--- src/hw/rtl/ipd_pkg.sv ---
`timescale 1ns / 1ps
// ----------------------------------------------------------------------------
// ipd_pkg
// Shared types and constants of the pulse distance infrared frame decoder.
// ----------------------------------------------------------------------------
package ipd_pkg;

	// nominal durations in microseconds
	localparam int unsigned HDR_MARK   = 8000;
	localparam int unsigned HDR_SPACE  = 4000;
	localparam int unsigned BIT_MARK   = 600;
	localparam int unsigned ONE_SPACE  = 1600;
	localparam int unsigned ZERO_SPACE = 550;

	localparam int unsigned TOL_MAX    = 100;

	localparam int DUR_W    = 16;
	localparam int TOL_W    = 7;
	localparam int EXCESS_W = 10;
	localparam int TGT_W    = 14;   // largest target: header mark plus full excess
	localparam int FACTOR_W = 8;    // 100 +/- tolerance
	localparam int CMP_W    = 23;   // 100 * duration + 99
	localparam int VALUE_W  = 16;
	localparam int STATUS_W = 2;

	localparam int QUEUE_DEPTH = 4;

	// match windows held by the front end
	localparam int TGT_HDR_MARK   = 0;
	localparam int TGT_HDR_SPACE  = 1;
	localparam int TGT_BIT_MARK   = 2;
	localparam int TGT_ONE_SPACE  = 3;
	localparam int TGT_ZERO_SPACE = 4;
	localparam int NUM_TGT        = 5;

	typedef enum logic [STATUS_W-1:0] {
		STATUS_FAIL   = 2'd0,
		STATUS_DATA   = 2'd1,
		STATUS_REPEAT = 2'd2
	} ipd_status_t;

	typedef enum logic {
		CFG_TOLERANCE   = 1'b0,
		CFG_MARK_EXCESS = 1'b1
	} ipd_cfg_idx_t;

	// one classified duration
	typedef struct packed {
		logic hdr_mark;
		logic hdr_space;
		logic bit_mark;
		logic one_space;
		logic zero_space;
		logic last;
	} ipd_class_t;

endpackage

--- src/hw/rtl/ir_pulse_distance_frame_decoder_unit.sv ---
`timescale 1ns / 1ps
// ----------------------------------------------------------------------------
// ir_pulse_distance_frame_decoder_unit
// Decodes pulse distance infrared frames (header, data bits, stop mark, or
// a header-less repeat) from a stream of measured mark/space durations.
// ----------------------------------------------------------------------------
// Channel   Dir  Handshake        Payload
// s_axis    in   tvalid/tready    tdata[15:0] duration_us, tlast last_in_frame
// m_axis    out  tvalid/tready    tdata[15:0] value, tuser[1:0] status
// cfg       in   valid/ready      index 0 tolerance_percent, 1 mark_excess_us
//
// One duration is accepted per cycle while s_axis_tready is high. With an
// empty queue and a free result register, a frame result shows on m_axis
// once the last duration of the frame has passed the input register, a queue
// entry and the sequencer into the result register.
// Reset restores tolerance 25 and mark excess 100 and clears the frame state.
// A stalled m_axis holds the result; durations keep flowing into the
// four-entry queue until it fills, and only then s_axis_tready drops.
// cfg_ready is always high; windows follow a write via the product registers.
// ----------------------------------------------------------------------------
module ir_pulse_distance_frame_decoder_unit import ipd_pkg::*; #(
	parameter int DATA_BITS = 16
) (
	input  logic                clk,
	input  logic                arst_n,
	input  logic                s_axis_tvalid,
	output logic                s_axis_tready,
	input  logic [15:0]         s_axis_tdata,   // [15:0] duration_us
	input  logic                s_axis_tlast,
	output logic                m_axis_tvalid,
	input  logic                m_axis_tready,
	output logic [15:0]         m_axis_tdata,   // [15:0] value
	output logic [1:0]          m_axis_tuser,   // [1:0] status
	input  logic                cfg_valid,
	output logic                cfg_ready,
	input  logic                cfg_index,
	input  logic [EXCESS_W-1:0] cfg_data
);

	logic [TOL_W-1:0]    tolerance_q;
	logic [EXCESS_W-1:0] mark_excess_q;
	logic                q_push;
	logic                q_pop;
	logic                q_empty;
	logic                q_full;
	ipd_class_t          q_in;
	ipd_class_t          q_head;
	logic [STATUS_W-1:0] status;
	logic [VALUE_W-1:0]  value;

	assign cfg_ready = 1'b1;

	always_ff @(posedge clk or negedge arst_n) begin
		if (!arst_n) begin
			tolerance_q   <= TOL_W'(25);
			mark_excess_q <= EXCESS_W'(100);
		end else if (cfg_valid) begin
			case (ipd_cfg_idx_t'(cfg_index))
				CFG_TOLERANCE:   tolerance_q   <= cfg_data[TOL_W-1:0];
				CFG_MARK_EXCESS: mark_excess_q <= cfg_data;
				default: ;
			endcase
		end
	end

	ipd_front u_front (
		.clk         (clk),
		.arst_n      (arst_n),
		.tolerance   (tolerance_q),
		.mark_excess (mark_excess_q),
		.in_valid    (s_axis_tvalid),
		.in_ready    (s_axis_tready),
		.in_duration (s_axis_tdata),
		.in_last     (s_axis_tlast),
		.q_full      (q_full),
		.q_push      (q_push),
		.q_data      (q_in)
	);

	ipd_queue u_queue (
		.clk       (clk),
		.arst_n    (arst_n),
		.push      (q_push),
		.push_data (q_in),
		.pop       (q_pop),
		.head      (q_head),
		.empty     (q_empty),
		.full      (q_full)
	);

	ipd_back #(
		.DATA_BITS (DATA_BITS)
	) u_back (
		.clk        (clk),
		.arst_n     (arst_n),
		.head       (q_head),
		.empty      (q_empty),
		.pop        (q_pop),
		.out_valid  (m_axis_tvalid),
		.out_ready  (m_axis_tready),
		.out_status (status),
		.out_value  (value)
	);

	assign m_axis_tdata = value;
	assign m_axis_tuser = status;

	// a result only appears after a frame end left the queue
	a_result_from_frame_end: assert property (@(posedge clk) disable iff (!arst_n)
		$rose(m_axis_tvalid) |-> $past(q_pop && q_head.last))
		else $error("result without frame end");

	a_pop_not_empty: assert property (@(posedge clk) disable iff (!arst_n)
		q_pop |-> !q_empty)
		else $error("queue popped while empty");

	// a pending result is never overwritten
	a_no_overwrite: assert property (@(posedge clk) disable iff (!arst_n)
		(m_axis_tvalid && !m_axis_tready && q_pop) |-> !q_head.last)
		else $error("pending result overwritten");

endmodule

--- src/hw/rtl/ipd_front.sv ---
`timescale 1ns / 1ps
// ----------------------------------------------------------------------------
// ipd_front
// Takes durations, compares them against the five match windows and pushes
// one set of match flags per duration into the queue.
// ----------------------------------------------------------------------------
module ipd_front import ipd_pkg::*; (
	input  logic                clk,
	input  logic                arst_n,
	input  logic [TOL_W-1:0]    tolerance,
	input  logic [EXCESS_W-1:0] mark_excess,
	input  logic                in_valid,
	output logic                in_ready,
	input  logic [DUR_W-1:0]    in_duration,
	input  logic                in_last,
	input  logic                q_full,
	output logic                q_push,
	output ipd_class_t          q_data
);

	logic [TOL_W-1:0]    tol_sat;
	logic [FACTOR_W-1:0] lo_factor;
	logic [FACTOR_W-1:0] hi_factor;
	logic [TGT_W-1:0]    target [NUM_TGT];
	logic [CMP_W-1:0]    lo_prod_q [NUM_TGT];
	logic [CMP_W-1:0]    hi_prod_q [NUM_TGT];
	logic [NUM_TGT-1:0]  match;

	logic                valid_s1;
	logic [CMP_W-1:0]    d100_s1;
	logic                last_s1;

	function automatic logic [TGT_W-1:0] space_target(input int unsigned nominal,
			input logic [EXCESS_W-1:0] excess);
		logic [TGT_W-1:0] nom;
		nom = TGT_W'(nominal);
		return (nom > TGT_W'(excess)) ? nom - TGT_W'(excess) : '0;
	endfunction

	assign tol_sat   = (tolerance > TOL_W'(TOL_MAX)) ? TOL_W'(TOL_MAX) : tolerance;
	assign lo_factor = FACTOR_W'(TOL_MAX) - FACTOR_W'(tol_sat);
	assign hi_factor = FACTOR_W'(TOL_MAX) + FACTOR_W'(tol_sat);

	assign target[TGT_HDR_MARK]   = TGT_W'(HDR_MARK) + TGT_W'(mark_excess);
	assign target[TGT_BIT_MARK]   = TGT_W'(BIT_MARK) + TGT_W'(mark_excess);
	assign target[TGT_HDR_SPACE]  = space_target(HDR_SPACE, mark_excess);
	assign target[TGT_ONE_SPACE]  = space_target(ONE_SPACE, mark_excess);
	assign target[TGT_ZERO_SPACE] = space_target(ZERO_SPACE, mark_excess);

	// Window products follow the config registers in the next cycle. The floor
	// of the /100 is folded into the compare: lo <= d  <=>  t*f_lo <= 100d+99,
	// d <= hi  <=>  100d <= t*f_hi.
	always_ff @(posedge clk) begin
		for (int i = 0; i < NUM_TGT; i++) begin
			lo_prod_q[i] <= CMP_W'(CMP_W'(target[i]) * CMP_W'(lo_factor));
			hi_prod_q[i] <= CMP_W'(CMP_W'(target[i]) * CMP_W'(hi_factor));
		end
	end

	assign in_ready = !valid_s1 || !q_full;
	assign q_push   = valid_s1 && !q_full;

	always_ff @(posedge clk or negedge arst_n) begin
		if (!arst_n) begin
			valid_s1 <= 1'b0;
		end else if (in_ready) begin
			valid_s1 <= in_valid;
		end
	end

	always_ff @(posedge clk) begin
		if (in_ready && in_valid) begin
			d100_s1 <= CMP_W'({in_duration, 6'b0}) + CMP_W'({in_duration, 5'b0})
				+ CMP_W'({in_duration, 2'b0});
			last_s1 <= in_last;
		end
	end

	always_comb begin
		for (int i = 0; i < NUM_TGT; i++) begin
			match[i] = (lo_prod_q[i] <= d100_s1 + CMP_W'(99)) && (d100_s1 <= hi_prod_q[i]);
		end
	end

	assign q_data.hdr_mark   = match[TGT_HDR_MARK];
	assign q_data.hdr_space  = match[TGT_HDR_SPACE];
	assign q_data.bit_mark   = match[TGT_BIT_MARK];
	assign q_data.one_space  = match[TGT_ONE_SPACE];
	assign q_data.zero_space = match[TGT_ZERO_SPACE];
	assign q_data.last       = last_s1;

endmodule

--- src/hw/rtl/ipd_queue.sv ---
`timescale 1ns / 1ps
// ----------------------------------------------------------------------------
// ipd_queue
// Short FIFO of classified durations between front end and frame sequencer.
// ----------------------------------------------------------------------------
module ipd_queue import ipd_pkg::*; (
	input  logic       clk,
	input  logic       arst_n,
	input  logic       push,
	input  ipd_class_t push_data,
	input  logic       pop,
	output ipd_class_t head,
	output logic       empty,
	output logic       full
);

	localparam int PTR_W = $clog2(QUEUE_DEPTH);
	localparam int CNT_W = $clog2(QUEUE_DEPTH + 1);

	ipd_class_t       mem_q [QUEUE_DEPTH];
	logic [PTR_W-1:0] wr_ptr_q;
	logic [PTR_W-1:0] rd_ptr_q;
	logic [CNT_W-1:0] count_q;

	assign empty = (count_q == '0);
	assign full  = (count_q == CNT_W'(QUEUE_DEPTH));
	assign head  = mem_q[rd_ptr_q];

	always_ff @(posedge clk) begin
		if (push) begin
			mem_q[wr_ptr_q] <= push_data;
		end
	end

	always_ff @(posedge clk or negedge arst_n) begin
		if (!arst_n) begin
			wr_ptr_q <= '0;
			rd_ptr_q <= '0;
			count_q  <= '0;
		end else begin
			if (push) begin
				wr_ptr_q <= (wr_ptr_q == PTR_W'(QUEUE_DEPTH - 1)) ? '0 : wr_ptr_q + 1'b1;
			end
			if (pop) begin
				rd_ptr_q <= (rd_ptr_q == PTR_W'(QUEUE_DEPTH - 1)) ? '0 : rd_ptr_q + 1'b1;
			end
			if (push && !pop) begin
				count_q <= count_q + 1'b1;
			end else if (pop && !push) begin
				count_q <= count_q - 1'b1;
			end
		end
	end

endmodule

--- src/hw/rtl/ipd_back.sv ---
`timescale 1ns / 1ps
// ----------------------------------------------------------------------------
// ipd_back
// Frame sequencer: walks the frame positions, shifts in data bits and
// drives the result register at frame end.
// ----------------------------------------------------------------------------
module ipd_back import ipd_pkg::*; #(
	parameter int DATA_BITS = 16
) (
	input  logic               clk,
	input  logic               arst_n,
	input  ipd_class_t         head,
	input  logic               empty,
	output logic               pop,
	output logic               out_valid,
	input  logic               out_ready,
	output logic [STATUS_W-1:0] out_status,
	output logic [VALUE_W-1:0] out_value
);

	localparam int FRAME_LEN  = 2 * DATA_BITS + 3;
	localparam int REPEAT_LEN = 2 * DATA_BITS + 1;
	localparam int POS_W      = $clog2(FRAME_LEN + 1);

	logic [POS_W-1:0]     pos_q, pos_n;
	logic [DATA_BITS-1:0] shift_q, shift_n;
	logic                 ok_q, ok_n;
	logic                 first_bm_q, first_bm_n;
	logic                 last_bm_n;
	logic                 out_free;
	ipd_status_t          status_n;
	logic [VALUE_W-1:0]   value_n;
	logic [VALUE_W-1:0]   shift_low;

	generate
		if (DATA_BITS >= VALUE_W) begin : g_value_trunc
			assign shift_low = shift_n[VALUE_W-1:0];
		end else begin : g_value_ext
			assign shift_low = VALUE_W'(shift_n);
		end
	endgenerate

	assign out_free = !out_valid || out_ready;
	// a frame end only leaves the queue once the result register is free
	assign pop      = !empty && (!head.last || out_free);

	always_comb begin
		pos_n      = pos_q;
		shift_n    = shift_q;
		ok_n       = ok_q;
		first_bm_n = first_bm_q;
		last_bm_n  = head.bit_mark;
		if (pos_q == '0) begin
			first_bm_n = head.bit_mark;
			if (!head.hdr_mark) ok_n = 1'b0;
		end else if (pos_q == POS_W'(1)) begin
			if (!head.hdr_space) ok_n = 1'b0;
		end else if (pos_q < POS_W'(FRAME_LEN - 1)) begin
			if (!pos_q[0]) begin
				if (!head.bit_mark) ok_n = 1'b0;
			end else if (head.one_space) begin
				shift_n = {shift_q[DATA_BITS-2:0], 1'b1};
			end else if (head.zero_space) begin
				shift_n = {shift_q[DATA_BITS-2:0], 1'b0};
			end else begin
				ok_n = 1'b0;
			end
		end else if (pos_q == POS_W'(FRAME_LEN - 1)) begin
			if (!head.bit_mark) ok_n = 1'b0;
		end
		if (pos_q < POS_W'(FRAME_LEN)) begin
			pos_n = pos_q + 1'b1;
		end

		status_n = STATUS_FAIL;
		value_n  = '0;
		if (pos_n == POS_W'(REPEAT_LEN) && first_bm_n && last_bm_n) begin
			status_n = STATUS_REPEAT;
		end else if (pos_n == POS_W'(FRAME_LEN) && ok_n) begin
			status_n = STATUS_DATA;
			value_n  = shift_low;
		end
	end

	always_ff @(posedge clk or negedge arst_n) begin
		if (!arst_n) begin
			pos_q      <= '0;
			shift_q    <= '0;
			ok_q       <= 1'b1;
			first_bm_q <= 1'b0;
			out_valid  <= 1'b0;
		end else begin
			if (pop) begin
				if (head.last) begin
					pos_q      <= '0;
					shift_q    <= '0;
					ok_q       <= 1'b1;
					first_bm_q <= 1'b0;
				end else begin
					pos_q      <= pos_n;
					shift_q    <= shift_n;
					ok_q       <= ok_n;
					first_bm_q <= first_bm_n;
				end
			end
			if (pop && head.last) begin
				out_valid <= 1'b1;
			end else if (out_ready) begin
				out_valid <= 1'b0;
			end
		end
	end

	always_ff @(posedge clk) begin
		if (pop && head.last) begin
			out_status <= status_n;
			out_value  <= value_n;
		end
	end

endmodule
--- config.mk ---
export PLATFORM = sky130hd
export DESIGN_NAME = ir_pulse_distance_frame_decoder_unit
export DESIGN_NICKNAME = d
export VERILOG_FILES = /design/src/hw/rtl/ipd_pkg.sv /design/src/hw/rtl/ir_pulse_distance_frame_decoder_unit.sv /design/src/hw/rtl/ipd_front.sv /design/src/hw/rtl/ipd_queue.sv /design/src/hw/rtl/ipd_back.sv
export SDC_FILE = /design/constraint.sdc
export NUM_CORES = 2
export LEC_CHECK = 0
export BUFFER_PORTS_ARGS = -buffer_cell sky130_fd_sc_hd__buf_2
export CAP_MARGIN = 20
export CORE_ASPECT_RATIO = 1.2
export CORE_UTILIZATION = 56
export DETAILED_ROUTE_END_ITERATION = 12
export GPL_ROUTABILITY_DRIVEN = 0
export HOLD_SLACK_MARGIN = 0.08
export PLACE_DENSITY_LB_ADDON = 0.3
export SETUP_SLACK_MARGIN = 0.05
export SYNTH_ARGS = -nofsm -noshare
export SYNTH_HDL_FRONTEND = slang
export SYNTH_SLANG_ARGS = --single-unit
--- constraint.sdc ---
create_clock -name clk -period 6.75 [get_ports clk]
set_input_delay 0.675 -clock clk [delete_from_list [all_inputs] [get_ports clk]]
set_output_delay 0.675 -clock clk [all_outputs]
set_load 0.1 [all_outputs]
==> Word-level counts from Yosys, hierarchy flattened <==
Memory sizes are Yosys's and may differ from the RTL's.
Index checks and enable logic that the tools add are counted.
{ "totals": {"register_bits": 92, "ramBits": 244, "out_inout_bits": 21, "wordCells": 130, "n_memories": 3} }
{ "mem_list": {"columns": ["name", "depth", "word_bits", "read_ports", "rd_clocked_by_memory_dff", "wr", "line_no", "rtl"], "rows": [
  ["u_front.hi_prod_q", 5, 22, 5, 0, 5, "ipd_front.sv:26", "logic [CMP_W-1:0] hi_prod_q [NUM_TGT];"],
  ["u_front.lo_prod_q", 5, 22, 5, 0, 5, "ipd_front.sv:25", "logic [CMP_W-1:0] lo_prod_q [NUM_TGT];"],
  ["u_queue.mem_q", 4, 6, 1, 0, 1, "ipd_queue.sv:20", "ipd_class_t mem_q [QUEUE_DEPTH];"]
]} }
{ "op_classes": {"add_sub_neg": 15, "n_mul": 10, "order_cmp": 14, "n_eq_ne": 7, "muxes": 33, "n_bitwise": 2, "n_reduce_logical": 31} }
{ "ops": {"columns": ["operator", "count"], "rows": [
  ["23-bit less-or-equal comparator", 10],
  ["14-bit by 8-bit multiplier with 22-bit output", 10],
  ["16-bit two-way mux", 7],
  ["22-bit by 21-bit adder with 23-bit output", 1],
  ["23-bit by 18-bit adder with 23-bit output", 1],
  ["23-bit by 7-bit adder with 23-bit output (second input constant)", 1],
  ["6-bit == test (second input constant)", 3],
  ["1-bit two-way mux", 18],
  ["13-bit by 10-bit adder with 14-bit output (first input constant)", 1],
  ["1-bit logical AND", 14],
  ["14-bit two-way mux", 1],
  ["12-bit by 10-bit subtractor with 13-bit output (first input constant)", 1],
  ["6-bit < comparator (second input constant)", 2],
  ["6-bit two-way mux", 2],
  ["11-bit by 10-bit subtractor with 12-bit output (first input constant)", 1],
  ["10-bit by 10-bit adder with 11-bit output (first input constant)", 1],
  ["10-bit by 10-bit subtractor with 11-bit output (first input constant)", 1],
  ["10-bit greater-than comparator (first input constant)", 1],
  ["7-bit by 7-bit adder with 8-bit output (first input constant)", 1],
  ["7-bit by 7-bit subtractor with 8-bit output (first input constant)", 1],
  ["7-bit greater-than comparator (second input constant)", 1],
  ["1-bit logical NOT", 7],
  ["7-bit two-way mux", 1],
  ["6-bit by 1-bit adder with 6-bit output (second input constant)", 1],
  ["15 further kinds", 24]
]} }

==> Longest topological paths before layout <==
An unclocked memory read counts as a cell.
{ "logic_depth": {"word_depth": 10, "ltp_mapped": 31, "depth_no_buf": 29} }

==> Hierarchy <==
A second synthesis with hierarchy kept.
{ "unflattened": {"cells_unflattened": 4787, "hier_area_um2": 43611.8} }
{ "modules_own_cells": {"columns": ["module", "instances", "cells_each", "area_per_inst_um2", "seq_area_each_um2"], "rows": [
  ["ipd_front", 1, 4441, 39376.5, 4529.3],
  ["ipd_back", 1, 238, 2268.4, 1167.4],
  ["ipd_queue", 1, 69, 1281.2, 895.9],
  ["ir_pulse_distance_frame_decoder_unit", 1, 39, 685.7, 432.9]
]} }

==> Worst setup path after synthesis <==
OpenSTA, ideal clock, no wires.
{ "synth_timing": {"kind": "register -> register", "from": "reg tolerance_q[0]", "to": "mem u_front.hi_prod_q[0][108] (netlist bit)", "setup_ns": 0.122, "t_arrival_ns": 6.659, "required_time_ns": 6.628, "path_slack_ns": -0.031, "path_stages_with_launch": 26, "period_less_slack_ns": 6.781, "path_cell_list": "dfstp_2 -> o21ai_1 -> a21oi_1 -> nor2_1 -> clkinv_1 -> buf_1 -> ha_1 -> a21oi_1 -> xnor2_1 -> clkbuf_1 -> nor2_1 -> fa_1 -> inv_1 -> fa_1 -> fa_1 -> fa_1 -> inv_1 -> ha_1 -> nand3_1 -> nor4b_1 -> or4_4 -> o311ai_4 -> o21ai_2 -> o41a_1 -> a21oi_1 -> o31ai_1"} }
{ "synth_rtl": {"columns": ["element", "line_no", "rtl"], "rows": [
  ["start: declaration", "ir_pulse_distance_frame_decoder_unit.sv:40", "logic [TOL_W-1:0] tolerance_q;"],
  ["start signal: assignment", "ir_pulse_distance_frame_decoder_unit.sv:59", "CFG_TOLERANCE: tolerance_q <= cfg_data[TOL_W-1:0];"],
  ["end: declaration", "ipd_front.sv:26", null]
]} }

==> metrics.txt <==
status finished clean; crit share post-route roughly 96%; Area growth, synth to finish 9.20%; # hold bufs at CTS 0; Critical Path End Type flip-flop; Starting Density 56.6%; Final Skew 0.0358 ns; Post-Syn Area per Cell between 9 and 10 µm²; setup tns final 0 ns; Core ar. about 76,000 µm²; # DRC 0; Placement Cell Area 45,800 µm²; CTS sink count 310; Hold Vio Cnt, Final 0; worst-case clock buffer depth 3; worst min-delay path class in -> async; Layout Nets ~6,200; Num CTS Buffers 38; critical path cell sequence nor2_1 > a21oi_2 > nor2_2 > buf_4 > ha_1 > a21oi_2 > xnor2_2 > buf_6 > nor2_1 > fa_1 > fa_1 > fa_1 > fa_1 > ha_1 > or3_1 > and4_1 > a211o_1 > o22ai_1 > o22ai_1 > a31oi_1 > o221ai_1; Tmin final around 6.5 ns; vias 34,300; number of global-route vias before repair 35,700; Max Cap Viol 0; flops & latches, synth 310; Routed WL 126 mm; Chip Height 306 µm; Congestion Overflow GR 0; # setup viols final 0; sequential-to-total area share from yosys stat 16.4%; Max Clk Rate between 150 and 200 MHz; CP max stage delay approximately 0.57 ns; share of layout cells above drive strength 1 around 7.4%; CP Class reg -> reg; CP required 7.19 ns; Die W 256 µm; Slew headroom 23.3%; Largest delay share family, worst path adder cells; Netlist cell types 89; htree depth 2; HPWL after DPL 99.4 mm; Synth area leader fa_1; synth top area cells fa_1, ha_1, dfxtp_1, inv_1, nor2_1; antenna violations before repair 3; Worst-Margin Slew 1.14 ns; Yosys Warn Count 0; Hold WS 0.250 ns; Worst Path Buf+Inv 2; Post-Syn Instances between 4,000 and 5,000; synth cell count leaders inv_1, ha_1, fa_1, nor2_1, nand2_1; count leader, synth inv_1; EDFF count, synth 64; Worst EP arrival ~6.9 ns; Starting DRT DRC Count 2,389; Via density 5.73; Pins Over Slew Limit 0; Max stage delay cell, worst path dfstp_2; cell area after synthesis 43,200 µm²; I/O Pins between 50 and 60; routed len/inst 21.1 µm; clock slew at reported path FFs 0.06 ns; Final Instance Area 47,200 µm²; drt pass-1 iters 5; antenna viol nets, final 0; GRT Total Usage ~33%; die area 78,300 µm²; largest net degree at the start of global routing 51; Synth top area share 28.0%; TritonCTS clock tree yes; async set-or-reset flop fraction in the synthesized netlist 16.1%; most frequent CP cell fa_1; largest fanout on the critical path 20; clk_lat worst skew around 0.6 ns; # rows 111; R2R setup slack 0.30 ns; Main synth FF type dfxtp_1; type of origin of the critical path flip-flop; first-pass GRT wire length 197 mm; Root Buffer clkbuf_16; I/O Buffers 52
per-layer routing:
layer	global-route usage (%)	up-vias	wire, µm
met1	38.5	16800	46200
met3	7.00	503	11600
met5	0	-	0
met4	23.7	0	11000
li1	-	15500	-
met2	54.3	1473	57500
sequential cells by signal, indices dropped and copies added, names as in the netlist:
name               flops
u_queue.wr_ptr_q       2
u_back.out_value      16
u_back.pos_q           6
u_front.valid_s1       1
u_front.hi_prod_q     99
u_front.d100_s1       21
u_queue.rd_ptr_q       2
u_back.ok_q            1
u_back.first_bm_q      1
tolerance_q            7
u_back.out_valid       1
u_back.shift_q        16
u_front.last_s1        1
mark_excess_q         10
u_queue.count_q        3
u_back.out_status      2
u_front.lo_prod_q     97
u_queue.mem_q         24
layout make-up:
type / count / area [µm²]
Inverter: 911 / 3430
Tap cell: 1017 / 1270
Clock buffer: 48 / 1040
Multi-Input combinational cell: 3467 / 32600
Antenna cell: 3 / 7.51
Fill cell: 6354 / 29200
Timing Repair Buffer: 214 / 1570
Clock inverter: 20 / 208
Sequential cell: 310 / 7110
final timing paths:
check	start	endpoint	cells past startpoint
worst max-delay path	tolerance_q[3]$_DFFE_PN1P_	u_front.lo_prod_q[0][42]$_DFF_P_	21
worst min-delay path	arst_n	u_queue.rd_ptr_q[0]$_DFFE_PN0P_	2
worst max register to register	tolerance_q[3]$_DFFE_PN1P_	u_front.lo_prod_q[0][42]$_DFF_P_	21
worst min register to register	u_back.first_bm_q$_DFFE_PN0P_	u_back.first_bm_q$_DFFE_PN0P_	2
max in group asynchronous	arst_n	tolerance_q[1]$_DFFE_PN0P_	2
min in group clk	s_axis_tlast	u_front.last_s1$_DFFE_PP_	1
placed cells by master, fill, tap and decap left out, drive strengths merged, types with 16 or more instances in the layout:
cell,netlist,final
a31oi,17,17
o211ai,16,16
o21ai,118,118
dfxtp,196,196
a211oi,23,23
and2,61,61
nand2,388,388
xnor2,165,165
nand2b,46,46
nor3,42,42
clkbuf,99,50
o21a,46,46
buf,20,212
mux2,22,22
xor2,54,54
and3,23,23
nand4,50,50
a21o,106,106
edfxtp,64,64
conb,2,60
a21oi,207,207
nand3,34,34
dfrtp,43,43
o21bai,21,21
fa,604,604
inv,901,902
nor2b,40,40
clkinv,10,22
ha,631,631
nor2,514,514
worst reg2reg max path: cells and delay by family (launching register included):
family                   cells  cell delay [ns]
adder cells (fa/ha/maj)      6             2.51
AO/OA/AOI/OAI                7             1.63
AND/OR/NAND/NOR              5             0.92
flip-flops                   1             0.57
buffers and inverters        2             0.50
XOR/XNOR                     1             0.18
logic make-up (layout without fill, tap and decap cells):
kind of cell,Yosys count,count (layout),share of synthesized area (%)
compound gates,665,665,10.0
buf+inv,1030,1193,9.00
fa+ha+maj,1235,1235,46.2
simple gates,1255,1255,12.9
xor+xnor,219,219,4.45
flops,310,310,16.4
other cells,2,63,0.0174
mux,33,33,1.00
per-stage QoR:
step	util, %	instances	setup slack [ns]
5_1_grt	61.8	5987	-0.00215
2_1_floorplan	-	4807	0.108
3_5_place_dp	59.9	5909	-0.0875
3_3_place_gp	59.9	5909	0.0574
4_1_cts	61.6	5977	0.00979
6_report	61.8	5990	0.297
what timing repair did:
action / in CTS / in global routing
gates resized for setup: 3 / 20
pin swaps: 0 / 1
endpoints found under the setup margin: 3 / 53
buffers inserted: 0 / 4
Power is left out: the tool's default activity adds up to more than one toggle a clock period on the data nets, which glitch-free logic cannot reach.
